--- config.mk ---
export PLATFORM = sky130hd
export DESIGN_NAME = keypad_event_to_character_decoder_top_flat
export DESIGN_NICKNAME = d
export VERILOG_FILES = /design/src/rtl/kecd_pkg.sv /design/src/rtl/kecd_evt_if.sv /design/src/rtl/kecd_res_if.sv /design/src/rtl/kecd_cfg_regs.sv /design/src/rtl/kecd_core.sv /design/src/rtl/kecd_out_reg.sv /design/src/rtl/keypad_event_to_character_decoder_top.sv /design/src/flat_wrapper.sv
export SDC_FILE = /design/constraint.sdc
export NUM_CORES = 1
export LEC_CHECK = 0
export ABC_AREA = 1
export BUFFER_PORTS_ARGS = -buffer_cell sky130_fd_sc_hd__buf_4
export CORE_UTILIZATION = 55
export CTS_CLUSTER_DIAMETER = 80
export DETAILED_ROUTE_END_ITERATION = 10
export GPL_TIMING_DRIVEN = 0
export PLACE_DENSITY = 0.81
export SKIP_LAST_GASP = 1
export SLEW_MARGIN = 10
export SYNTH_ARGS = -nofsm -noshare
export SYNTH_HDL_FRONTEND = slang
export SYNTH_SLANG_ARGS = --single-unit
--- constraint.sdc ---
create_clock -name clk -period 7.8 [get_ports clk]
set_clock_uncertainty 0.1 [all_clocks]
set_input_delay 0.39 -clock clk [delete_from_list [all_inputs] [get_ports clk]]
set_output_delay 0.39 -clock clk [all_outputs]
set_load 0.01 [all_outputs]
--- src/rtl/kecd_pkg.sv ---
package kecd_pkg;

	// Matrix size covered by the character tables
	localparam logic [3:0] MAP_ROWS = 4'd4;
	localparam logic [3:0] MAP_COLS = 4'd10;

	// Matrix positions of the special keys
	localparam logic [6:0] POS_ALT       = 7'h14;
	localparam logic [6:0] POS_CAPS      = 7'h1C;
	localparam logic [6:0] POS_BACKSPACE = 7'h1D;
	localparam logic [6:0] POS_SPACE     = 7'h1E;

	localparam logic [6:0] CODE_GPIO_MIN = 7'd96;

	localparam logic [6:0] CHAR_SPACE     = 7'h20;
	localparam logic [6:0] CHAR_NEWLINE   = 7'h0A;
	localparam logic [6:0] CHAR_BACKSPACE = 7'h08;
	localparam logic [6:0] CASE_OFFSET    = 7'd32;

	localparam logic [15:0] DEBOUNCE_RESET    = 16'd15000;
	localparam logic [15:0] RELEASE_GAP_RESET = 16'd40000;
	localparam logic [3:0]  ROWS_RESET        = 4'd4;
	localparam logic [3:0]  COLS_RESET        = 4'd10;

	typedef enum logic [1:0] {
		CFG_ROWS        = 2'd0,
		CFG_COLS        = 2'd1,
		CFG_DEBOUNCE    = 2'd2,
		CFG_RELEASE_GAP = 2'd3
	} cfg_index_t;

	typedef enum logic [2:0] {
		KIND_NONE      = 3'd0,
		KIND_ALT       = 3'd1,
		KIND_SPACE     = 3'd2,
		KIND_CAPS      = 3'd3,
		KIND_BACKSPACE = 3'd4,
		KIND_ENTER     = 3'd5,
		KIND_CHAR      = 3'd6
	} kind_t;

	typedef struct packed {
		logic [3:0]  rows_in_use;
		logic [3:0]  cols_in_use;
		logic [15:0] space_debounce_us;
		logic [15:0] space_release_gap_us;
	} cfg_t;

	typedef struct packed {
		logic       status;
		logic       event_valid;
		logic [7:0] raw_copy;
		logic       is_press;
		logic [6:0] key_code;
		logic       gpio_event;
		logic [6:0] matrix_position;
		logic [3:0] key_row;
		logic [3:0] key_column;
		logic [2:0] key_kind;
		logic [6:0] character;
	} res_t;

	function automatic logic [6:0] letter_char(input logic [6:0] pos);
		logic [6:0] ch;
		case (pos)
			7'd0:  ch = 7'h71;
			7'd1:  ch = 7'h77;
			7'd2:  ch = 7'h65;
			7'd3:  ch = 7'h72;
			7'd4:  ch = 7'h74;
			7'd5:  ch = 7'h79;
			7'd6:  ch = 7'h75;
			7'd7:  ch = 7'h69;
			7'd8:  ch = 7'h6F;
			7'd9:  ch = 7'h70;
			7'd10: ch = 7'h61;
			7'd11: ch = 7'h73;
			7'd12: ch = 7'h64;
			7'd13: ch = 7'h66;
			7'd14: ch = 7'h67;
			7'd15: ch = 7'h68;
			7'd16: ch = 7'h6A;
			7'd17: ch = 7'h6B;
			7'd18: ch = 7'h6C;
			7'd19: ch = CHAR_NEWLINE;
			7'd21: ch = 7'h7A;
			7'd22: ch = 7'h78;
			7'd23: ch = 7'h63;
			7'd24: ch = 7'h76;
			7'd25: ch = 7'h62;
			7'd26: ch = 7'h6E;
			7'd27: ch = 7'h6D;
			7'd30: ch = CHAR_SPACE;
			default: ch = 7'h00;
		endcase
		return ch;
	endfunction

	function automatic logic [6:0] symbol_char(input logic [6:0] pos);
		logic [6:0] ch;
		case (pos)
			7'd0:  ch = 7'h31;
			7'd1:  ch = 7'h32;
			7'd2:  ch = 7'h33;
			7'd3:  ch = 7'h34;
			7'd4:  ch = 7'h35;
			7'd5:  ch = 7'h36;
			7'd6:  ch = 7'h37;
			7'd7:  ch = 7'h38;
			7'd8:  ch = 7'h39;
			7'd9:  ch = 7'h30;
			7'd10: ch = 7'h2A;
			7'd11: ch = 7'h2F;
			7'd12: ch = 7'h2B;
			7'd13: ch = 7'h2D;
			7'd14: ch = 7'h3D;
			7'd15: ch = 7'h3A;
			7'd16: ch = 7'h27;
			7'd17: ch = 7'h22;
			7'd18: ch = 7'h40;
			7'd21: ch = 7'h5F;
			7'd22: ch = 7'h24;
			7'd23: ch = 7'h3B;
			7'd24: ch = 7'h3F;
			7'd25: ch = 7'h21;
			7'd26: ch = 7'h2C;
			7'd27: ch = 7'h2E;
			7'd30: ch = CHAR_SPACE;
			default: ch = 7'h00;
		endcase
		return ch;
	endfunction

endpackage

--- src/rtl/kecd_evt_if.sv ---
interface kecd_evt_if;
	logic        valid;
	logic        ready;
	logic        event_pending;
	logic [7:0]  raw_event;
	logic [47:0] now_us;

	modport source (output valid, output event_pending, output raw_event, output now_us,
		input ready);
	modport sink (input valid, input event_pending, input raw_event, input now_us,
		output ready);
endinterface

--- src/rtl/kecd_res_if.sv ---
interface kecd_res_if;
	logic       valid;
	logic       ready;
	logic       status;
	logic       event_valid;
	logic [7:0] raw_copy;
	logic       is_press;
	logic [6:0] key_code;
	logic       gpio_event;
	logic [6:0] matrix_position;
	logic [3:0] key_row;
	logic [3:0] key_column;
	logic [2:0] key_kind;
	logic [6:0] character;

	modport source (output valid, output status, output event_valid, output raw_copy,
		output is_press, output key_code, output gpio_event, output matrix_position,
		output key_row, output key_column, output key_kind, output character,
		input ready);
	modport sink (input valid, input status, input event_valid, input raw_copy,
		input is_press, input key_code, input gpio_event, input matrix_position,
		input key_row, input key_column, input key_kind, input character,
		output ready);
endinterface

--- src/rtl/kecd_cfg_regs.sv ---
module kecd_cfg_regs
	import kecd_pkg::*;
(
	input  logic        clk,
	input  logic        arst_n,
	input  logic        cfg_we,
	input  logic [1:0]  cfg_index,
	input  logic [15:0] cfg_wdata,
	output cfg_t        cfg
);

	cfg_t cfg_q;

	always_ff @(posedge clk or negedge arst_n) begin
		if (!arst_n) begin
			cfg_q.rows_in_use          <= ROWS_RESET;
			cfg_q.cols_in_use          <= COLS_RESET;
			cfg_q.space_debounce_us    <= DEBOUNCE_RESET;
			cfg_q.space_release_gap_us <= RELEASE_GAP_RESET;
		end else if (cfg_we) begin
			case (cfg_index_t'(cfg_index))
				CFG_ROWS:        cfg_q.rows_in_use          <= cfg_wdata[3:0];
				CFG_COLS:        cfg_q.cols_in_use          <= cfg_wdata[3:0];
				CFG_DEBOUNCE:    cfg_q.space_debounce_us    <= cfg_wdata;
				CFG_RELEASE_GAP: cfg_q.space_release_gap_us <= cfg_wdata;
				default: ;
			endcase
		end
	end

	assign cfg = cfg_q;

endmodule

--- src/rtl/kecd_core.sv ---
module kecd_core
	import kecd_pkg::*;
(
	input  logic       clk,
	input  logic       arst_n,
	input  cfg_t       cfg,
	kecd_evt_if.sink   events,
	input  logic       down_ready,
	output logic       res_valid,
	output res_t       res
);

	logic        v_s1;
	logic        pending_s1;
	logic [7:0]  raw_s1;
	logic [47:0] now_s1;

	logic        sym_q, caps_q;
	logic [47:0] last_space_q;
	logic        sym_d, caps_d;
	logic [47:0] last_space_d;

	logic        adv;
	logic        press;
	logic [6:0]  code;
	logic [6:0]  pos;
	logic [14:0] row_prod;
	logic [3:0]  row;
	logic [6:0]  col_full;
	logic [3:0]  col;
	logic [15:0] gap;
	logic        space_ok;
	logic [6:0]  rom_ch;
	logic        in_map;
	res_t        r;

	assign adv          = v_s1 & down_ready;
	assign events.ready = !v_s1 | down_ready;

	always_ff @(posedge clk or negedge arst_n) begin
		if (!arst_n) begin
			v_s1 <= 1'b0;
		end else if (events.ready) begin
			v_s1 <= events.valid;
		end
	end

	always_ff @(posedge clk) begin
		if (events.valid && events.ready) begin
			pending_s1 <= events.event_pending;
			raw_s1     <= events.raw_event;
			now_s1     <= events.now_us;
		end
	end

	// Mode state commits only when the beat moves on
	always_ff @(posedge clk or negedge arst_n) begin
		if (!arst_n) begin
			sym_q        <= 1'b0;
			caps_q       <= 1'b0;
			last_space_q <= '0;
		end else if (adv) begin
			sym_q        <= sym_d;
			caps_q       <= caps_d;
			last_space_q <= last_space_d;
		end
	end

	always_comb begin
		press    = raw_s1[7];
		code     = raw_s1[6:0];
		pos      = code - 7'd1;
		// divide by ten: exact for positions below 1029
		row_prod = 15'(pos) * 15'd205;
		row      = row_prod[14:11];
		col_full = pos - 7'({3'b000, row} * 7'd10);
		col      = col_full[3:0];

		gap      = press ? cfg.space_debounce_us : cfg.space_release_gap_us;
		space_ok = (now_s1 >= last_space_q) && ((now_s1 - last_space_q) >= {32'b0, gap});

		rom_ch = sym_q ? symbol_char(pos) : letter_char(pos);
		if (!sym_q && caps_q && (rom_ch inside {[7'h61:7'h7A]}))
			rom_ch = rom_ch - CASE_OFFSET;

		in_map = (row < cfg.rows_in_use) && (col < cfg.cols_in_use) &&
			(row < MAP_ROWS) && (col < MAP_COLS);

		sym_d        = sym_q;
		caps_d       = caps_q;
		last_space_d = last_space_q;

		r        = '0;
		r.status = 1'b1;
		if (pending_s1 && (raw_s1 != 8'h00)) begin
			r.event_valid = 1'b1;
			r.raw_copy    = raw_s1;
			r.is_press    = press;
			r.key_code    = code;
			if (code > CODE_GPIO_MIN) begin
				r.gpio_event = 1'b1;
				r.status     = 1'b0;
			end else if (code != 7'd0) begin
				r.status          = 1'b0;
				r.matrix_position = pos;
				r.key_row         = row;
				r.key_column      = col;
				if (pos == POS_ALT) begin
					sym_d      = press;
					r.key_kind = KIND_ALT;
				end else if (pos == POS_SPACE) begin
					r.key_kind  = KIND_SPACE;
					r.character = CHAR_SPACE;
					r.is_press  = space_ok;
					if (space_ok)
						last_space_d = now_s1;
				end else if (pos == POS_CAPS) begin
					caps_d     = press;
					r.key_kind = KIND_CAPS;
				end else if (pos == POS_BACKSPACE) begin
					r.key_kind  = KIND_BACKSPACE;
					r.character = CHAR_BACKSPACE;
				end else if (in_map) begin
					r.character = rom_ch;
					if (rom_ch == CHAR_NEWLINE)
						r.key_kind = KIND_ENTER;
					else if (rom_ch == CHAR_SPACE)
						r.key_kind = KIND_SPACE;
					else if (rom_ch != 7'h00)
						r.key_kind = KIND_CHAR;
				end
			end
		end
	end

	assign res_valid = v_s1;
	assign res       = r;

`ifndef NO_ASSERTIONS
	a_space_time_only_on_space: assert property (@(posedge clk) disable iff (!arst_n)
		!$stable(last_space_q) |-> $past(adv && res.key_kind == KIND_SPACE && res.is_press))
		else $error("space timestamp moved without an emitted space beat");

	a_symbol_only_on_alt: assert property (@(posedge clk) disable iff (!arst_n)
		!$stable(sym_q) |-> $past(adv && res.key_kind == KIND_ALT))
		else $error("symbol mode changed without an alt beat");

	a_caps_only_on_caps: assert property (@(posedge clk) disable iff (!arst_n)
		!$stable(caps_q) |-> $past(adv && res.key_kind == KIND_CAPS))
		else $error("caps state changed without a caps beat");
`endif

endmodule

--- src/rtl/kecd_out_reg.sv ---
module kecd_out_reg
	import kecd_pkg::*;
(
	input  logic       clk,
	input  logic       arst_n,
	input  logic       res_valid,
	input  res_t       res,
	output logic       down_ready,
	kecd_res_if.source results
);

	logic valid_q;
	res_t data_q;

	assign down_ready = !valid_q | results.ready;

	always_ff @(posedge clk or negedge arst_n) begin
		if (!arst_n) begin
			valid_q <= 1'b0;
		end else if (down_ready) begin
			valid_q <= res_valid;
		end
	end

	always_ff @(posedge clk) begin
		if (down_ready && res_valid)
			data_q <= res;
	end

	assign results.valid           = valid_q;
	assign results.status          = data_q.status;
	assign results.event_valid     = data_q.event_valid;
	assign results.raw_copy        = data_q.raw_copy;
	assign results.is_press        = data_q.is_press;
	assign results.key_code        = data_q.key_code;
	assign results.gpio_event      = data_q.gpio_event;
	assign results.matrix_position = data_q.matrix_position;
	assign results.key_row         = data_q.key_row;
	assign results.key_column      = data_q.key_column;
	assign results.key_kind        = data_q.key_kind;
	assign results.character       = data_q.character;

`ifndef NO_ASSERTIONS
	a_ok_implies_event: assert property (@(posedge clk) disable iff (!arst_n)
		(valid_q && !data_q.status) |-> data_q.event_valid)
		else $error("ok status on a beat without an event");
`endif

endmodule

--- src/rtl/keypad_event_to_character_decoder_top.sv ---
// Channel   | Direction | Beat contents
// events    | in        | event_pending, raw_event, now_us
// results   | out       | status, event_valid, raw_copy, is_press, key_code, gpio_event,
//           |           | matrix_position, key_row, key_column, key_kind, character
// cfg       | in        | cfg_we, cfg_index, cfg_wdata (write only)
//
// An accepted events beat is registered in the input stage, then in the result register;
// one beat per cycle while results is not stalled, with the decode logic between the two.
// arst_n clears the stage valids, the alt/caps modes, the space timestamp and the config registers.
// A stall on results holds the result register and then the input stage; events.ready
// drops only when both are full.
module keypad_event_to_character_decoder_top
	import kecd_pkg::*;
(
	input  logic        clk,
	input  logic        arst_n,
	kecd_evt_if.sink    events,
	kecd_res_if.source  results,
	input  logic        cfg_we,
	input  logic [1:0]  cfg_index,
	input  logic [15:0] cfg_wdata
);

	cfg_t cfg;
	res_t res;
	logic res_valid;
	logic down_ready;

	// Configuration registers, to be written only while the block is idle; the block does not enforce this
	kecd_cfg_regs u_cfg (
		.clk       (clk),
		.arst_n    (arst_n),
		.cfg_we    (cfg_we),
		.cfg_index (cfg_index),
		.cfg_wdata (cfg_wdata),
		.cfg       (cfg)
	);

	// Input stage, mode state and the single-pass decode
	kecd_core u_core (
		.clk        (clk),
		.arst_n     (arst_n),
		.cfg        (cfg),
		.events     (events),
		.down_ready (down_ready),
		.res_valid  (res_valid),
		.res        (res)
	);

	// Result register: hold the beat while results stalls
	kecd_out_reg u_out (
		.clk        (clk),
		.arst_n     (arst_n),
		.res_valid  (res_valid),
		.res        (res),
		.down_ready (down_ready),
		.results    (results)
	);

endmodule

--- src/flat_wrapper.sv ---
// flat-port wrapper written by rule: the top's interface ports become plain ports
module keypad_event_to_character_decoder_top_flat import kecd_pkg::*;
  (clk, arst_n, cfg_we, cfg_index, cfg_wdata, events_valid, events_event_pending, events_raw_event, events_now_us, events_ready, results_valid, results_status, results_event_valid, results_raw_copy, results_is_press, results_key_code, results_gpio_event, results_matrix_position, results_key_row, results_key_column, results_key_kind, results_character, results_ready);
  kecd_evt_if events_i ();
  kecd_res_if results_i ();
  input  logic clk;
  input  logic arst_n;
  input  logic cfg_we;
  input  logic [1:0] cfg_index;
  input  logic [15:0] cfg_wdata;
  input wire logic [$bits(events_i.valid)-1:0] events_valid;
  input wire logic [$bits(events_i.event_pending)-1:0] events_event_pending;
  input wire logic [$bits(events_i.raw_event)-1:0] events_raw_event;
  input wire logic [$bits(events_i.now_us)-1:0] events_now_us;
  output wire logic [$bits(events_i.ready)-1:0] events_ready;
  output wire logic [$bits(results_i.valid)-1:0] results_valid;
  output wire logic [$bits(results_i.status)-1:0] results_status;
  output wire logic [$bits(results_i.event_valid)-1:0] results_event_valid;
  output wire logic [$bits(results_i.raw_copy)-1:0] results_raw_copy;
  output wire logic [$bits(results_i.is_press)-1:0] results_is_press;
  output wire logic [$bits(results_i.key_code)-1:0] results_key_code;
  output wire logic [$bits(results_i.gpio_event)-1:0] results_gpio_event;
  output wire logic [$bits(results_i.matrix_position)-1:0] results_matrix_position;
  output wire logic [$bits(results_i.key_row)-1:0] results_key_row;
  output wire logic [$bits(results_i.key_column)-1:0] results_key_column;
  output wire logic [$bits(results_i.key_kind)-1:0] results_key_kind;
  output wire logic [$bits(results_i.character)-1:0] results_character;
  input wire logic [$bits(results_i.ready)-1:0] results_ready;
  assign events_i.valid = events_valid;
  assign events_i.event_pending = events_event_pending;
  assign events_i.raw_event = events_raw_event;
  assign events_i.now_us = events_now_us;
  assign events_ready = events_i.ready;
  assign results_valid = results_i.valid;
  assign results_status = results_i.status;
  assign results_event_valid = results_i.event_valid;
  assign results_raw_copy = results_i.raw_copy;
  assign results_is_press = results_i.is_press;
  assign results_key_code = results_i.key_code;
  assign results_gpio_event = results_i.gpio_event;
  assign results_matrix_position = results_i.matrix_position;
  assign results_key_row = results_i.key_row;
  assign results_key_column = results_i.key_column;
  assign results_key_kind = results_i.key_kind;
  assign results_character = results_i.character;
  assign results_i.ready = results_ready;
  keypad_event_to_character_decoder_top u_core (.clk(clk), .arst_n(arst_n), .events(events_i), .results(results_i), .cfg_we(cfg_we), .cfg_index(cfg_index), .cfg_wdata(cfg_wdata));
endmodule
==> results of run 1 <==
[sequential cells by signal, summed over array words and instances, names as in the netlist, 4 cells and up]
name and count:
u_core.u_core.last_space_q 48, u_core.u_core.now_s1 48, u_core.u_cfg.cfg 40, u_core.u_core.raw_s1 8, u_core.u_out.results.raw_copy 8, u_core.u_out.results.character 7, u_core.u_out.results.matrix_position 7, u_core.u_out.results.key_row 4
[metrics by stage]
stage / hold WS, ns / utilization, % / instances / area [um2]
after global routing: 0.00195 / 64.5 / 2314 / 15700
after CTS: 0.000461 / 64.4 / 2312 / 15700
after floorplan: -0.00559 / - / 1828 / 13700
final: -0.0880 / 64.5 / 2314 / 15700
after global placement: 0.354 / 61.7 / 2277 / 15000
after detailed placement: 0.359 / 61.7 / 2278 / 15000
[cells in the mapped netlist, types with 7 or more instances]
library cell	count
nand2_1	491
inv_1	267
nor2_1	193
ha_1	117
nand3_1	106
o21ai_0	99
edfxtp_1	93
a21oi_1	91
dfrtp_1	77
nand4_1	76
xor2_1	23
clkbuf_1	16
dfstp_2	15
mux2i_1	15
buf_2	14
nor3_1	14
inv_2	13
o21ai_1	13
o21bai_1	10
buf_4	9
fa_1	9
nand2_2	7
[worst max-delay path, delay by kind of cell, from the launching register on]
family | cells | cell delay, ns
AO/OA/AOI/OAI | 3 | 0.47
adder cells (fa/ha/maj) | 8 | 2.95
XOR/XNOR | 1 | 0.52
flip-flops | 1 | 0.80
buffers and inverters | 6 | 0.67
AND/OR/NAND/NOR | 14 | 1.36
[cells by family after synthesis]
family | after synthesis | synth area share, %
simple gates | 907 | 28.3
buf+inv | 329 | 9.72
xor+xnor | 28 | 1.85
compound gates | 237 | 9.43
flops | 185 | 37.5
mux | 16 | 1.18
fa+ha+maj | 126 | 12.0
[power breakdown]
group          internal [mW]  switching [mW]
combinational          0.449           0.745
sequential              1.15          0.0553
clock                  0.450           0.484
total                   2.05            1.28
[worst paths after layout]
path | end | startpoint | slack [ns]
hold / removal | u_core.u_cfg.cfg[34] | arst_n | -0.09
hold reg to reg | u_core.u_core.last_space_q[33] | u_core.u_core.last_space_q[33] | 0.37
setup / recovery | u_core.u_out.results.key_kind[1] | u_core.u_core.raw_s1[0] | 0.74
min in group clk | u_core.u_core.now_s1[7] | events_now_us[7] | 0.01
setup reg to reg | u_core.u_out.results.key_kind[1] | u_core.u_core.raw_s1[0] | 0.74
max in group asynchronous | u_core.u_core.last_space_q[37] | arst_n | 7.09
[routing by layer]
| metal | global-route usage (%) | part of all wire [%] |
|---|---|---|
| met1 | 37.9 | 42 |
| met2 | 53.0 | 48 |
| met3 | 4.06 | 4.8 |
| met4 | 18.5 | 5.7 |
| met5 | 0 | 0 |
[repair_timing]
| action | CTS | global route |
|---|---|---|
| setup buffers | 0 | 0 |
| endpoints found under the hold margin | 2 | 2 |
| hold buffers | 2 | 2 |
[cell type report]
| class | instances | area (um2) |
|---|---|---|
| clock inverter | 15 | 210 |
| timing repair buffer | 130 | 1000 |
| clock buffer | 17 | 425 |
| sequential | 185 | 5110 |
| multi-input combinational | 1314 | 7210 |
| inverter | 283 | 1060 |
| buffer | 46 | 262 |
| tap | 324 | 405 |
| fill | 2176 | 8630 |
==> flow_summary.toml, run 1 <==
[run_status]
outcome = "finished, violations left"
violations = "hold timing"

[floorplan]
die_h_um = 160
die-area_um2 = 25500
rows = 57
io_pins = 126
dieWidth_um = 160
start_util_pct = 56.1
core_um2 = 24300

[drt]
finalWirelength_mm = 39.0
drt_iter0_drc = 888
drc = 0
detail-route-antenna-nets = 0
via_per_inst = 5.47
num_vias = 12652
wl_per_cell_um = 16.8
dr.pass1.iters = 5

[synthesis]
synthCells = 1828
synth.area.top_cells = "edfxtp_1 (20%), dfrtp_1 (14%), nand2_1 (14%)"
synth_ff_type = "edfxtp_1"
ys_warn_count = 0
synth_top_area_cell = "edfxtp_1"
yosysSeqAreaShare_pct = 37.5
synth_top_cell_area_share_pct = 20.5
avgSynthCellArea_um2 = 7.47
async_flop_share_pct = 49.7
synth.net_count = 2034
synth_area_um2 = 13700
synth_enable_flop_cells = 93
ys_ff_latch = 185
synth_cell_types = 51

[global_route]
antenna_found_initial = 0
grt_max_degree = 93
grt_overflow = 0
grt_pass1_vias = 12191
grt_pass1_wl_mm = 61.7
grtUsageTotal_pct = 31.2

[setup_path]
critPathRequiredTime_ns = 8.00
cp-start-kind = "flip-flop"
slowest_delay_ns = 0.80
critPathMaxFanout = 12
crit_path_frequent_cell = "nand2_1"
cp.arrival_ns = 7.25
rr_worst_depth = 32
cpMaxStageDelayCell = "edfxtp_1"
critical_path_class = "reg -> reg"
crit_path_end_kind = "flip-flop"

[cells_and_area]
nets = 2183
mostFrequentLayoutCell = "nand2_1"
drive_gt1_share_pct = 12.4
syn_to_final_growth_pct = 15.0
final_cell_mix = "nand2_1 (491), inv_1 (265), nor2_1 (193), buf_4 (133), ha_1 (117)"
diodes = 0

[cts]
cts_resized = 0
root_buffer = "clkbuf_16"
cts_tree = "built"
cts_buffer_depth = 2
cts_sinks = 185
htree_levels = 4
clk_pin_slew_ns = 0.09
numCtsBuffers = 17
clkLatencyLatePin_ns = 0.45

[sta]
setup_ws_ns = 0.744
timing.hold.ws_ns = -0.0880
tightest_slew_ns = 0.860
fmax_mhz = 142
finalMaxSlewViolations = 0
relSlewSlack_pct = 42.6
tns_ns = 0
finalCritPeriodShare_pct = 90.5
hold_viol = 77
setup_viol = 0
fin_crit_ns = 7.06
rsz0062_at_grt = "no"

[power_and_ir_drop]
powerDensity_nw_per_um2 = 213
ir_worst_vdd_mv = 0.128
power_mw = 3.34
leakage_nw = 7.66

[worst_hold_path]
hold_path_class = "in -> async"

[placement]
dp_slack_ns = 0.774
io_buffers = 125
dp_hpwl_mm = 31.2
gp_congestion = 0.999

[flow_run]
cap_violations = 0
(Power assumes the default switching activity.)
==> run 2: changes to the inputs <==
Settings changed: GPL_TIMING_DRIVEN 0 to default.
Clock period 7.8 ns to 8.75 ns, I/O delays scaled along.
==> flow_summary.toml, run 2 (same netlist as run 1, synthesis figures left out) <==
[drt]
dr.pass1.iters = 5
drt_iter0_drc = 980
drc = 0
finalWirelength_mm = 38.3
via_per_inst = 5.48
detail-route-antenna-nets = 0
num_vias = 12457
wl_per_cell_um = 16.8

[cells_and_area]
fin_cells = 2273
multi_input_area_um2 = 7210
nets = 2141
final-seq-area_um2 = 5110
drive_gt1_share_pct = 11.6
design_area_um2 = 15400
fillCellCount = 2174
mostFrequentLayoutCell = "nand2_1"
syn_to_final_growth_pct = 13.1
final_cell_mix = "nand2_1 (491), inv_1 (266), nor2_1 (193), buf_4 (133), ha_1 (117)"
fin_util_pct = 63.5

[global_route]
grt_pass1_wl_mm = 61.1
grt_overflow = 0
grt_max_degree = 82
grt_pass1_vias = 12119
antenna_found_initial = 0
grtUsageTotal_pct = 30.6

[cts]
clkLatencyLatePin_ns = 0.46
cts_tree = "built"
numCtsBuffers = 17
cts_sinks = 185
cts_resized = 0
root_buffer = "clkbuf_16"
cts_buffer_depth = 2
htree_levels = 4
clk_pin_slew_ns = 0.09

[sta]
fmax_mhz = 154
finalMaxSlewViolations = 0
rsz0062_at_grt = "no"
fin_crit_ns = 6.49
finalCritPeriodShare_pct = 74.2
tns_ns = 0
relSlewSlack_pct = 27.7
setup_viol = 0
tightest_slew_ns = 1.08
hold_viol = 0

[placement]
dp_hpwl_mm = 30.2
gp_congestion = 0.982
placed_area_um2 = 14800
dp.cells = 2239
io_buffers = 125

[floorplan]
start_util_pct = 56.1
io_pins = 126
core_um2 = 24300
dieWidth_um = 160
die_h_um = 160
die-area_um2 = 25500
rows = 57

[power_and_ir_drop]
leakage_nw = 7.53
powerDensity_nw_per_um2 = 192
ir_worst_vdd_mv = 0.109
power_mw = 2.97

[setup_path]
crit_path_frequent_cell = "nand2_1"
crit_buf_inv = 6
slowest_delay_ns = 0.73
crit_family = "simple AND/OR/NAND/NOR gates"
cp-start-kind = "flip-flop"
cp.arrival_ns = 6.70
cpMaxStageDelayCell = "nand2_1"
crit_path_end_kind = "flip-flop"
critical_path_class = "reg -> reg"
critPathRequiredTime_ns = 8.96
critPathMaxFanout = 23

[run_status]
outcome = "finished, final reports clean"

[flow_run]
cap_violations = 0

[worst_hold_path]
hold_path_class = "in -> reg"
==> run 2: worst register-to-register path, delay by kind of cell (launching register included) <==
| kind | cells | cell delay, ns |
|---|---|---|
| buf+inv | 6 | 0.38 |
| fa+ha+maj | 7 | 2.38 |
| flops | 1 | 0.61 |
| compound gates | 2 | 0.35 |
| simple gates | 16 | 2.53 |
==> run 2: routing by layer <==
layer	global-route usage (%)	share of wire [%]	vias to the layer above
li1	-	-	6181
met5	0	0	-
met2	55.2	51	401
met1	36.5	41	5773
met4	14.8	4.2	0
met3	3.05	4.4	102
==> run 2: power breakdown <==
| group | internal [mW] | leakage, nW | switching [mW] |
|---|---|---|---|
| registers | 1.03 | 2.10 | 0.0500 |
| logic | 0.393 | 5.13 | 0.665 |
| clock network | 0.401 | 0.307 | 0.432 |
| total | 1.82 | 7.53 | 1.15 |
==> run 2: stage by stage <==
stage / hold WS (ns) / worst slack [ns]
3_5_place_dp: 0.182 / 2.27
6_report: 0.0525 / 2.26
5_1_grt: 0.0431 / 1.63
4_1_cts: 0.0446 / 2.25
3_3_place_gp: 0.178 / 2.43
2_1_floorplan: 0.0419 / 3.09
==> run 2: what timing repair did <==
item                                    4_1_cts  5_1_grt
endpoints found under the setup margin        0        0
hold endpoints to repair                     11        0
setup buffers                                 0        0
hold buffers                                  1        0
==> run 2: final timing paths <==
kind / end / cells after the start / start / slack (ns)
max: u_core.u_out.results.character[0] / 31 / u_core.u_core.raw_s1[0] / 2.26
min: u_core.u_core.now_s1[33] / 1 / events_now_us[33] / 0.05
min in group asynchronous: u_core.u_core.res_valid / 2 / arst_n / 0.24
min reg2reg: u_core.u_core.last_space_q[26] / 2 / u_core.u_core.last_space_q[26] / 0.37
max reg2reg: u_core.u_out.results.character[0] / 31 / u_core.u_core.raw_s1[0] / 2.26
max in group asynchronous: u_core.u_core.last_space_q[18] / 3 / arst_n / 7.02
==> run 2: final cells by class <==
cell class | count | share of cell area [%]
antenna | 1 | 0.0162
clock buffer | 17 | 2.75
clock inverter | 15 | 1.38
inverter | 283 | 6.89
multi-input combinational | 1314 | 46.7
sequential | 185 | 33.1
tap | 324 | 2.62
timing repair buffer | 134 | 6.53
==> run 3: changes to the inputs <==
Clock period 8.75 ns to 6.65 ns, I/O delays scaled along.
==> flow_summary.toml, run 3 (same netlist as run 1, synthesis figures left out) <==
[sta]
rsz0062_at_grt = "no"
finalMaxSlewViolations = 0
setup_ws_ns = 0.439
tightest_slew_ns = 1.14
setup_viol = 0
hold_viol = 0
relSlewSlack_pct = 23.8
fin_crit_ns = 6.21
fmax_mhz = 161
finalCritPeriodShare_pct = 93.4
tns_ns = 0

[global_route]
grt_overflow = 0
grtUsageTotal_pct = 32.4
antenna_found_initial = 0
grt_busiest_layer = "met2"
grt_util_met2_pct = 59.6
grt_pass1_wl_mm = 64.4
use_met3_pct = 3.80
grt_use_met1_pct = 37.3
grt_max_degree = 83
grt_pass1_vias = 12810

[setup_path]
reg2reg_from = "u_core.u_core.raw_s1[1]"
crit_path_end_kind = "flip-flop"
crit_start = "u_core.u_core.raw_s1[1]"
cp.arrival_ns = 6.42
critPathCapture = "u_core.u_out.results.key_kind[1]"
rr_worst_depth = 33
cp-start-kind = "flip-flop"
cpMaxStageDelayCell = "fa_1"
crit_buf_inv = 6
reg2reg_to = "u_core.u_out.results.key_kind[1]"
slowest_delay_ns = 0.53
critical_path_depth = 33
critPathMaxFanout = 14
setup.reg_to_reg.worst_slack_ns = 0.44
critPathRequiredTime_ns = 6.86
crit_family = "adder cells"
critical_path_class = "reg -> reg"

[power_and_ir_drop]
power.switching_mw = 1.52
switching_share_pct = 38.6
internal_power_mw = 2.42
ir_worst_vdd_mv = 0.162
clockPowerShare_pct = 27.8
powerDensity_nw_per_um2 = 245
leakage_nw = 7.79
combPwrFrac_pct = 36.2
p_seq_share_pct = 36.0

[drt]
detail-route-antenna-nets = 0
wl_per_cell_um = 17.2
drt_iter0_drc = 753
finalWirelength_mm = 40.0
via_per_inst = 5.50
num_vias = 12838
dr.pass1.iters = 5
drc = 0

[floorplan]
die-area_um2 = 25500
die_h_um = 160
core_um2 = 24300
start_util_pct = 56.1
io_pins = 126
dieWidth_um = 160
rows = 57

[cells_and_area]
final_cell_mix = "nand2_1 (491), inv_1 (266), nor2_1 (193), buf_4 (138), ha_1 (117)"
syn_to_final_growth_pct = 17.6
mostFrequentLayoutCell = "nand2_1"
nets = 2203
drive_gt1_share_pct = 11.5
fillCellCount = 2164
diodes = 0

[placement]
io_buffers = 125
dp_hpwl_mm = 30.7
gp_congestion = 0.946
dp_slack_ns = 0.527

[cts]
root_buffer = "clkbuf_16"
cts_tree = "built"
cts_sinks = 185
cts_setup_buffers = 0
numCtsBuffers = 17
htree_levels = 4
clkLatencyLatePin_ns = 0.45
cts_buffer_depth = 2
clk_pin_slew_ns = 0.09

[worst_hold_path]
hold_path_class = "in -> reg"

[run_status]
outcome = "finished, final reports clean"

[flow_run]
cap_violations = 0
run 3: power groups by stage:
| stage | clock network, mW | registers (mW) | logic [mW] |
|---|---|---|---|
| 2_1_floorplan | 0 | 1.44 | 0.951 |
| 3_3_place_gp | 0 | 1.44 | 1.35 |
| 3_5_place_dp | 0 | 1.44 | 1.38 |
| 4_1_cts | 1.10 | 1.42 | 1.42 |
| 5_1_grt | 1.13 | 1.43 | 1.61 |
| 6_report | 1.09 | 1.42 | 1.43 |
run 3: worst min-delay path by stage:
stage	depth (start not counted)	startpoint	to
floorplan	0	arst_n	u_core.u_cfg.cfg[0]
global placement	1	arst_n	u_core.u_cfg.cfg[17]
detailed placement	1	arst_n	u_core.u_out.results.valid
CTS	3	cfg_wdata[4]	u_core.u_cfg.cfg[20]
global route	3	cfg_wdata[4]	u_core.u_cfg.cfg[20]
finish	3	cfg_wdata[4]	u_core.u_cfg.cfg[20]
run 3: area by class of cell:
type	instances	area, um2	share of cell area, %
Sequential cell	185	5110	31.9
Timing Repair Buffer	196	1620	10.1
Clock buffer	17	425	2.65
Clock inverter	15	206	1.29
Tap cell	324	405	2.53
Multi-Input combinational cell	1314	7220	45.0
Inverter	283	1060	6.63
run 3: routing by layer:
| layer | vias to the layer above | wire length, um |
|---|---|---|
| met1 | 6004 | 15900 |
| met3 | 90 | 1740 |
| met4 | 0 | 1760 |
| met2 | 435 | 20600 |
| met5 | - | 0 |
| li1 | 6309 | - |
run 3: per-stage QoR:
step,std cells,hold WS [ns],area (um2),power [mW],util (%)
final,2334,0.0254,16100,3.94,66.0
after global routing,2334,0.0355,16100,4.18,66.0
after CTS,2334,0.0153,16000,3.94,66.0
after detailed placement,2244,0.0705,14800,2.82,61.0
after global placement,2244,0.0670,14800,2.79,61.0
after floorplan,1828,-0.0631,13700,2.39,-
run 3: what timing repair did:
action / in CTS / in global routing
gates resized for setup: 0 / 1
hold buffers: 58 / 0
endpoints found under the setup margin: 0 / 1
endpoints found under the hold margin: 67 / 0
run 3: tightest hold or removal path: stages:
cell and delay (ns):
buf_4 0.11, inv_1 0.05, o21ai_0 0.08
